<file path="src/design/chtbl_pkg.sv">
// ----------------------------------------------------------------------------
// chtbl_pkg
// shared widths, request codes and types of the chained hash table
// ----------------------------------------------------------------------------
package chtbl_pkg;

    localparam int KEY_W       = 31;
    localparam int REQ_W       = 2;
    localparam int POS_W       = 9;
    localparam int CFG_W       = 7;
    localparam int DEF_BUCKETS = 64;
    localparam int DEF_NODES   = 256;

    localparam logic [CFG_W-1:0] CFG_RESET = 7'd64;

    localparam logic [REQ_W-1:0] REQ_INSERT  = 2'd0;
    localparam logic [REQ_W-1:0] REQ_SEARCH  = 2'd1;
    localparam logic [REQ_W-1:0] REQ_DELETE  = 2'd2;
    localparam logic [REQ_W-1:0] REQ_UNKNOWN = 2'd3;

    typedef struct packed {
        logic             start;
        logic [KEY_W-1:0] dividend;
    } t_mod_req;

endpackage

</file>
<file path="src/design/chtbl_mod.sv">
// ----------------------------------------------------------------------------
// chtbl_mod
// bit-serial remainder unit, one dividend bit per cycle
// ----------------------------------------------------------------------------
module chtbl_mod import chtbl_pkg::*; #(
    parameter int BW = 7
) (
    input  logic          i_clk,
    input  logic          i_rst_n,
    input  t_mod_req      i_req,
    input  logic [BW-1:0] i_modulus,
    output logic          o_done,
    output logic [BW-1:0] o_rem
);

    localparam int CW = $clog2(KEY_W);

    logic             r_busy, n_busy;
    logic             r_done, n_done;
    logic [CW-1:0]    r_cnt, n_cnt;
    logic [BW-1:0]    r_rem, n_rem;
    logic [BW-1:0]    r_m, n_m;
    logic [KEY_W-1:0] r_div, n_div;
    logic [BW:0]      w_sh;

    assign w_sh = {r_rem, r_div[KEY_W-1]};

    always_comb begin
        n_busy = r_busy;
        n_done = 1'b0;
        n_cnt  = r_cnt;
        n_rem  = r_rem;
        n_m    = r_m;
        n_div  = r_div;
        if (i_req.start) begin
            n_busy = 1'b1;
            n_cnt  = CW'(KEY_W - 1);
            n_rem  = '0;
            n_m    = i_modulus;
            n_div  = i_req.dividend;
        end else if (r_busy) begin
            // restoring step: shift in next bit, subtract if it fits
            if (w_sh >= {1'b0, r_m}) begin
                n_rem = BW'(w_sh - {1'b0, r_m});
            end else begin
                n_rem = w_sh[BW-1:0];
            end
            n_div = {r_div[KEY_W-2:0], 1'b0};
            n_cnt = r_cnt - 1'b1;
            if (r_cnt == '0) begin
                n_busy = 1'b0;
                n_done = 1'b1;
            end
        end
    end

    always_ff @(posedge i_clk) begin
        if (!i_rst_n) begin
            r_busy <= 1'b0;
            r_done <= 1'b0;
        end else begin
            r_busy <= n_busy;
            r_done <= n_done;
        end
        r_cnt <= n_cnt;
        r_rem <= n_rem;
        r_m   <= n_m;
        r_div <= n_div;
    end

    assign o_done = r_done;
    assign o_rem  = r_rem;

endmodule

</file>
<file path="config.mk">
export PLATFORM = sky130hd
export DESIGN_NAME = chtbl_mod
export DESIGN_NICKNAME = d
export VERILOG_FILES = /design/src/design/chtbl_pkg.sv /design/src/design/chtbl_mod.sv
export SDC_FILE = /design/constraint.sdc
export NUM_CORES = 1
export LEC_CHECK = 0
export ABC_AREA = 1
export BUFFER_PORTS_ARGS = -buffer_cell sky130_fd_sc_hd__buf_2
export CAP_MARGIN = 20
export CORE_ASPECT_RATIO = 1.25
export CORE_MARGIN = 4
export CORE_UTILIZATION = 55
export CTS_CLUSTER_SIZE = 30
export DETAILED_ROUTE_END_ITERATION = 7
export PLACE_DENSITY = 0.85
export SYNTH_ARGS = -nofsm -noshare
export SYNTH_HDL_FRONTEND = slang
export SYNTH_SLANG_ARGS = --single-unit
</file>
<file path="constraint.sdc">
create_clock -name i_clk -period 1.9 [get_ports i_clk]
set_input_delay 0.475 -clock i_clk [delete_from_list [all_inputs] [get_ports i_clk]]
set_output_delay 0.475 -clock i_clk [all_outputs]
set_load 0.1 [all_outputs]
</file>
-- Word-level counts from Yosys, hierarchy flattened
Index checks and enable logic that the tools add are counted.
- add/subtract/negate cells: 2
- magnitude comparators: 1
- muxes and demuxes: 7
- bitwise operators: 2
- reduce and logical (&&, ||, !) cells: 3
- operators by type and width (cell ; count):
    two-way mux 31 bit ; 2
    >= comparator 8 x 7 -> 1 bit ; 1
    two-way mux 7 bit ; 1
    subtractor 7 bit ; 1
    logical NOT 5 bit ; 1
    subtractor 5 x 1 -> 5 bit, second input constant ; 1
    two-way mux 1 bit ; 4
    OR reduction 3 bit ; 1
    NOT 1 bit ; 2
    nonzero test 2 bit ; 1
- register bits: 52
- input bits: 41
- logic and storage cells: 21

-- Depth between registers and ports, before layout
Gate-level depths: netlist of the first run.
- word-level depth: 4
- gate-level depth with buffers: 14
- depth with buffers taken out: 14

-- Worst setup path after synthesis of the first run
No wires, ideal clock.
- kind: register to register
- start: register r_rem[2], in the netlist o_rem[2]
- end: register r_rem[0], in the netlist o_rem[0]
- library setup time: 153 ps
- data arrival time: 2043 ps
- slack: -295 ps
- stages on the path, launching flop included: 9
- buffers on the path: 0
- period minus slack after synthesis: 2195 ps
- cell sequence: dfxtp_1 > ha_1 > or2_1 > nand2_2 > nand2_2 > nand2_4 > nand3_1 > nand3_1 > o21ai_1
- word-level cells in the longest chain between the ends: 2
- ends and longest elaborated chain (element ; line ; source):
    start, declared ; chtbl_mod.sv:21 ; logic [BW-1:0] r_rem, n_rem;
    start signal, assigned ; chtbl_mod.sv:66 ; r_rem <= n_rem;
    >= comparator 8 x 7 -> 1 bit ; chtbl_mod.sv:43 ; if (w_sh >= {1'b0, r_m}) begin
    two-way mux 7 bit ; chtbl_mod.sv:43 ;
Every way passes these cells.
A chain may end at the register's enable or synchronous reset.

-- Worst setup path after layout of the first run
- start: register r_div[30]
- end: register r_rem[5], in the netlist o_rem[5]
- word-level cells in the longest chain between the ends: 2
- elaborated cells between the ends (all ways): 3
- classes of those cells: 1 x add/sub; 1 x order compare; 1 x mux
- ends and longest elaborated chain (element ; line ; source):
    start, declared ; chtbl_mod.sv:23 ; logic [KEY_W-1:0] r_div, n_div;
    start signal, assigned ; chtbl_mod.sv:68 ; r_div <= n_div;
    subtractor 7 bit / >= comparator 8 x 7 -> 1 bit (equally long branches) ; chtbl_mod.sv:44, chtbl_mod.sv:43 ;
    two-way mux 7 bit * ; chtbl_mod.sv:43 ;
Every way passes the cells marked *; elsewhere a longest branch is shown, timed or not.

==> results of run 1 <==
layer usage:
metal | wire length (um) | global-route usage [%] | vias to the layer above | part of all wire (%)
li1 | - | - | 1007 | -
met1 | 2040 | 21.1 | 846 | 46
met2 | 2110 | 29.5 | 46 | 48
met3 | 212 | 4.04 | 5 | 4.8
met4 | 55 | 6.51 | 0 | 1.2
met5 | 0 | 0 | - | 0
synthesized netlist by cell type:
| cell | number |
|---|---|
| nand3b_1 | 2 |
| nor2_1 | 3 |
| edfxtp_1 | 38 |
| nor4_1 | 1 |
| nor2_4 | 1 |
| a21o_1 | 1 |
| inv_2 | 4 |
| inv_1 | 30 |
| or2_1 | 2 |
| a22oi_1 | 1 |
| xor2_1 | 1 |
| or3_1 | 1 |
| ha_1 | 9 |
| nand4_1 | 2 |
| nand3_1 | 20 |
| fa_1 | 1 |
| clkbuf_1 | 6 |
| nand2_2 | 2 |
| nand2_1 | 129 |
| dfxtp_1 | 14 |
| buf_4 | 1 |
| o21ai_1 | 6 |
| a21oi_1 | 4 |
| xnor2_1 | 1 |
| nand2_4 | 2 |
| a21oi_4 | 1 |
| nor3_2 | 1 |
repair_timing:
action	in CTS	in global routing
endpoints found under the setup margin	0	7
hold buffers	0	0
gates resized for setup	0	3
final cells by class:
type                       instances  area, um^2  share of cell area (%)
multi-input combinational        191         941                    31.8
timing repair buffer              51         275                    9.31
clock inverter                     3        42.5                    1.44
sequential                        52        1430                    48.3
clock buffer                       5        68.8                    2.33
inverter                          34         128                    4.32
tap                               58        72.6                    2.45
worst paths after layout:
kind                                       startpoint                     to  slack [ns]
worst max-delay path              r_div[30]$_DFFE_PP_  o_rem[5]$_SDFFE_PP0P_        0.16
worst max register to register    r_div[30]$_DFFE_PP_  o_rem[5]$_SDFFE_PP0P_        0.16
worst min register to register  r_cnt[4]$_SDFFE_PP1P_  r_cnt[4]$_SDFFE_PP1P_        0.47
worst min-delay path                     i_modulus[3]       r_m[3]$_DFFE_PP_        0.35
cell usage in the layout (no fill, tap or decap), types with 2 or more instances in the layout:
cell type / instances
dfxtp_2: 6
nor2_1: 3
o21ai_1: 6
edfxtp_1: 38
nand4_1: 2
nand2_4: 2
nand2_1: 128
or2_1: 2
clkbuf_8: 5
buf_4: 2
inv_2: 5
nand3_1: 20
nand2_2: 3
nand3b_1: 2
ha_1: 9
buf_2: 48
inv_1: 29
a21oi_1: 4
dfxtp_1: 8
per-stage QoR:
step                utilization (%)  hold slack, ns  std cells
finish                         66.8           0.347        394
global route                   66.8           0.329        394
CTS                            66.7           0.335        394
detailed placement             64.2           0.449        386
global placement               64.2           0.437        386
floorplan                         -           0.428        284
sequential cells by signal, indices dropped and copies added (netlist names):
| signal | cells |
|---|---|
| o_rem | 7 |
| r_busy | 1 |
| r_m | 7 |
| r_div | 31 |
| o_done | 1 |
| r_cnt | 5 |
power groups by stage:
stage          Sequential, mW  Combinational [mW]  Clock [mW]
6_report                 1.38               0.499       0.747
5_1_grt                  1.39               0.561       0.822
4_1_cts                  1.38               0.501       0.765
3_5_place_dp             1.40               0.500           0
3_3_place_gp             1.40               0.489           0
2_1_floorplan            1.48               0.288           0
logic make-up (layout without fill, tap and decap cells):
logic type               Yosys count  after routing  synth area share (%)
XOR/XNOR                           2              2                 0.697
AND/OR/NAND/NOR                  166            166                  28.0
buffers and inverters             41             93                  6.27
flip-flops                        52             52                  56.5
adder cells (fa/ha/maj)           10             10                  5.27
AO/OA/AOI/OAI                     13             13                  3.23
worst reg2reg max path: cells and delay by family, from the launching register on:
family | cells | cell delay, ns
fa+ha+maj | 2 | 0.48
buf+inv | 3 | 0.15
flops | 1 | 0.39
simple gates | 9 | 0.63
==> flow_summary.yaml, run 1 <==
sta:
  setup_viol: 0
  slew_headroom_pct: 68.2
  slew_viol_final: 0
  rsz0062_at_grt: "false"
  setup_slack_ns: 0.156
  tightestPinTransition_ns: 0.476
  clock.fmax_ghz: 0.573
  post-route-min-period_ns: 1.74
  fin_crit_sh_pct: 91.8
  fin_setup_tns_ns: 0
  clock-skew-final_ns: 0.00719
  hold_viol_final: 0
critical_path:
  crit_chain: "inv_2, ha_1, inv_2, fa_2, nand2_1, nand2_1, nand2_2, nand2_2, nand2_4, nand3_1, nand2_1, inv_1, nand2_1, nand2_1"
  crit_path_end_kind: "flip-flop"
  r2r_cells: 14
  setup.worst_path.start_class: "flip-flop"
  critPathMaxFanout: 8
  cpMostUsedCell: "nand2_1"
  critPathBufInv: 3
  crit_path_top_delay_cell: "edfxtp_1"
  cp_num_cells: 14
  slowest_delay_ns: 0.39
  path_class: "flip-flop to flip-flop"
  cpLargestDelayFamily: "simple AND/OR/NAND/NOR gates"
  arrival_ns: 1.95
  cp_data_required_time_ns: 2.11
grt:
  overflow: 0
  antenna_found_initial: 0
  grt_pass1_wl_mm: 7.69
  grt_usage_pct: 17.5
  grt_max_degree: 36
  grt_pass1_vias: 1887
clocking:
  clk_path_buf_depth: 2
  numClockSinks: 52
  clkTransAtPathRegs_ns: 0.09
  clock_latency_ns: 0.30
  numCtsBuffers: 5
  postCtsSetupBuffers: 0
  h-tree-depth: 2
  clock-root-buffer: "clkbuf_8"
  cts_tree: "yes"
power:
  peakVddDrop_uv: 601
  p_total_mw: 2.62
  p_leak_nw: 1.51
  pwr-share-clk_pct: 28.5
  power.density_mw_per_mm2: 887
  cell_internal_pwr_mw: 1.89
  power_switching_mw: 0.728
  sw_frac_of_total_pct: 27.8
  pwr-share-seq_pct: 52.5
  p_comb_share_pct: 19.0
synth:
  syn_avg_cell_area_um2: 8.86
  synth_area_mm2: 0.00251
  synth_cell_types: 27
  synth_top_cell_area_share_pct: 45.4
  synthTopCellsByArea: "edfxtp_1, nand2_1, dfxtp_1"
  netlist_instances: 284
  netlist.top_cell.by_area: "edfxtp_1"
  synth-seq-area-share_pct: 56.5
  synthesis.nets: 335
  yosys_warnings: 0
  synth-seq-cells: 52
outcome:
  outcome: "complete, no violations"
route:
  drc: 0
  viasPerCell: 4.83
  num_vias: 1904
  ant_nets: 0
  drtIter0Drc: 62
  first_pass_iters: 4
  wirelength_mm: 4.42
  post_drt_wl_per_cell_um: 11.2
floorplanning:
  ios: 49
  die_w_um: 68.5
  row_count: 27
  floorplan.die_area_mm2: 0.00572
  core_mm2: 0.00443
  initial_core_util_pct: 56.8
  die-height_um: 83.6
cells_and_area:
  fill_cells: 380
  syn_to_final_growth_pct: 17.6
  nets: 386
  fin_area_mm2: 0.00296
  antenna_cells: 0
  drive_gt1_share_pct: 23.5
job:
  drv_cap: 0
placed_design:
  place_congestion: 0.842
  dp_hpwl_mm: 3.29
  place_ws_ns: 0.101
  portBuffers: 48
  place_area_mm2: 0.00284
worst_hold_path:
  hold_path_depth: 1
  hold_path.class: "input port to flip-flop"
No activity file was read; power rests on OpenSTA's default activity.
==> run 2, diff against run 1 <==
--- a/config.mk
+++ b/config.mk
@@ -14,6 +14,7 @@
 export CTS_CLUSTER_SIZE = 30
 export DETAILED_ROUTE_END_ITERATION = 7
 export PLACE_DENSITY = 0.85
+export SETUP_SLACK_MARGIN = 0.2
 export SYNTH_ARGS = -nofsm -noshare
 export SYNTH_HDL_FRONTEND = slang
 export SYNTH_SLANG_ARGS = --single-unit
==> constraint.sdc (replaced) <==
create_clock -name i_clk -period 1.9 [get_ports i_clk]
set_input_delay 0.19 -clock i_clk [delete_from_list [all_inputs] [get_ports i_clk]]
set_output_delay 0.19 -clock i_clk [all_outputs]
set_load 0.1 [all_outputs]
==> flow_summary.yaml, run 2 (synthesis gave the netlist of run 1 again) <==
sta:
  slew_viol_final: 0
  slew_headroom_pct: 66.8
  clock-skew-final_ns: 0.00638
  hold_viol_final: 0
  hold_ws_ns: 0.0559
  tightestPinTransition_ns: 0.497
  clock.fmax_ghz: 0.556
  setup_viol: 0
  rsz0062_at_grt: "true"
  fin_crit_sh_pct: 94.7
  post-route-min-period_ns: 1.80
cells_and_area:
  largest_reg_flops: 31
  nets: 395
  final_cell_mix: "nand2_1, buf_2, edfxtp_1, inv_1, nand3_1"
  antenna_cells: 0
  final_core_util_pct: 69.3
  fin_area_mm2: 0.00307
  regMostFlops: "r_div"
  final_common_cell: "nand2_1"
  drive_gt1_share_pct: 27.0
  syn_to_final_growth_pct: 21.9
placed_design:
  place_area_mm2: 0.00285
  portBuffers: 48
  dp_hpwl_mm: 3.49
  place_congestion: 0.808
outcome:
  outcome: "complete, no violations"
clocking:
  numCtsBuffers: 5
  cts_tree: "yes"
  clock-root-buffer: "clkbuf_8"
  h-tree-depth: 2
  numClockSinks: 52
  clock_latency_ns: 0.30
  cts_hold_buf: 0
  clk_path_buf_depth: 2
  clkTransAtPathRegs_ns: 0.09
critical_path:
  cpMostUsedCell: "nand2_2"
  crit_path_top_delay_cell: "edfxtp_1"
  critPathMaxFanout: 8
  setup.worst_path.start_class: "flip-flop"
  arrival_ns: 2.03
  slowest_delay_ns: 0.39
  path_class: "flip-flop to flip-flop"
  cp_data_required_time_ns: 2.13
  crit_path_end_kind: "flip-flop"
  crit_chain: "inv_2, ha_4, inv_4, fa_2, nand2_2, nand2_2, nand2_2, nand2_2, nand2_4, nand2_4, nand2_2, nand3_2, o21ai_1"
grt:
  antenna_found_initial: 0
  grt_max_degree: 34
  grt_pass1_wl_mm: 8.36
  grt_pass1_vias: 1923
  grt_usage_pct: 19.1
  overflow: 0
route:
  post_drt_wl_per_cell_um: 12.8
  drc: 0
  first_pass_iters: 4
  wirelength_mm: 5.14
  ant_nets: 0
  viasPerCell: 4.93
  drtIter0Drc: 127
  num_vias: 1987
power:
  power.density_mw_per_mm2: 875
  pwr-share-seq_pct: 51.4
  p_leak_nw: 1.56
  power_switching_mw: 0.753
  sw_frac_of_total_pct: 28.1
  peakVddDrop_uv: 559
  pwr-share-clk_pct: 27.2
  p_total_mw: 2.68
  p_comb_share_pct: 21.4
  cell_internal_pwr_mw: 1.93
floorplanning:
  ios: 49
  die-height_um: 83.6
  initial_core_util_pct: 56.8
  row_count: 27
  die_w_um: 68.5
  core_mm2: 0.00443
  floorplan.die_area_mm2: 0.00572
job:
  drv_cap: 0
worst_hold_path:
  hold_path.class: "input port to flip-flop"
[run 2: cell types whose count changed in the layout (fill, tap and decap cells not counted), moves of 2 or more]
cell     delta
buf_4       +9
dfxtp_2     -5
dfxtp_4     +5
nand2_1     -3
nand2_2     +3
nand3_1     -2
nand3_2     +2
[run 2: routing by layer]
metal,vias up,track usage (%),share of wire (%)
met5,-,0,0
met4,0,8.32,1.7
met3,8,3.77,4.0
li1,1027,-,-
met1,895,23.7,43
met2,57,31.1,52
[run 2: timing repair]
action | in CTS | in global routing
endpoints found under the setup margin | 7 | 7
resized for setup | 7 | 4
pin swaps | 6 | 3
buffers inserted | 7 | 2
[run 2: critical path: cells and delay by family (launching register included)]
family,cells,cell delay (ns)
AND/OR/NAND/NOR,8,0.62
adder cells (fa/ha/maj),2,0.50
flip-flops,1,0.39
buffers and inverters,2,0.14
AO/OA/AOI/OAI,1,0.08
[run 2: path summary, 6_finish.rpt]
kind | start | to | slack [ns] | depth (start not counted)
setup / recovery | r_div[30]$_DFFE_PP_ | o_rem[2]$_SDFFE_PP0P_ | 0.1 | 13
hold / removal | i_modulus[1] | r_m[1]$_DFFE_PP_ | 0.06 | 1
setup reg to reg | r_div[30]$_DFFE_PP_ | o_rem[2]$_SDFFE_PP0P_ | 0.1 | 13
hold reg to reg | r_cnt[3]$_SDFFE_PP1P_ | r_cnt[3]$_SDFFE_PP1P_ | 0.47 | 1
[run 2: cell type report]
class | count | area (um^2)
multi-input combinational | 191 | 971
clock inverter | 2 | 35.0
timing repair buffer | 60 | 343
sequential | 52 | 1440
tap | 58 | 72.6
clock buffer | 6 | 72.6
fill | 350 | 1360
inverter | 34 | 130
[run 2: power by group through the flow]
stage / Sequential, mW / Clock (mW) / Combinational (mW)
after global routing: 1.39 / 0.796 / 0.628
after global placement: 1.40 / 0 / 0.489
final: 1.38 / 0.731 / 0.573
after floorplan: 1.48 / 0 / 0.288
after detailed placement: 1.40 / 0 / 0.503
after CTS: 1.38 / 0.743 / 0.539
[run 2: through the flow]
step	std cells	TNS (ns)	worst slack (ns)
after global routing	403	-0.0237	-0.0153
after CTS	401	0	0.114
after floorplan	284	0	0.207
after global placement	386	0	0.155
after detailed placement	386	0	0.0541
final	403	0	0.0998
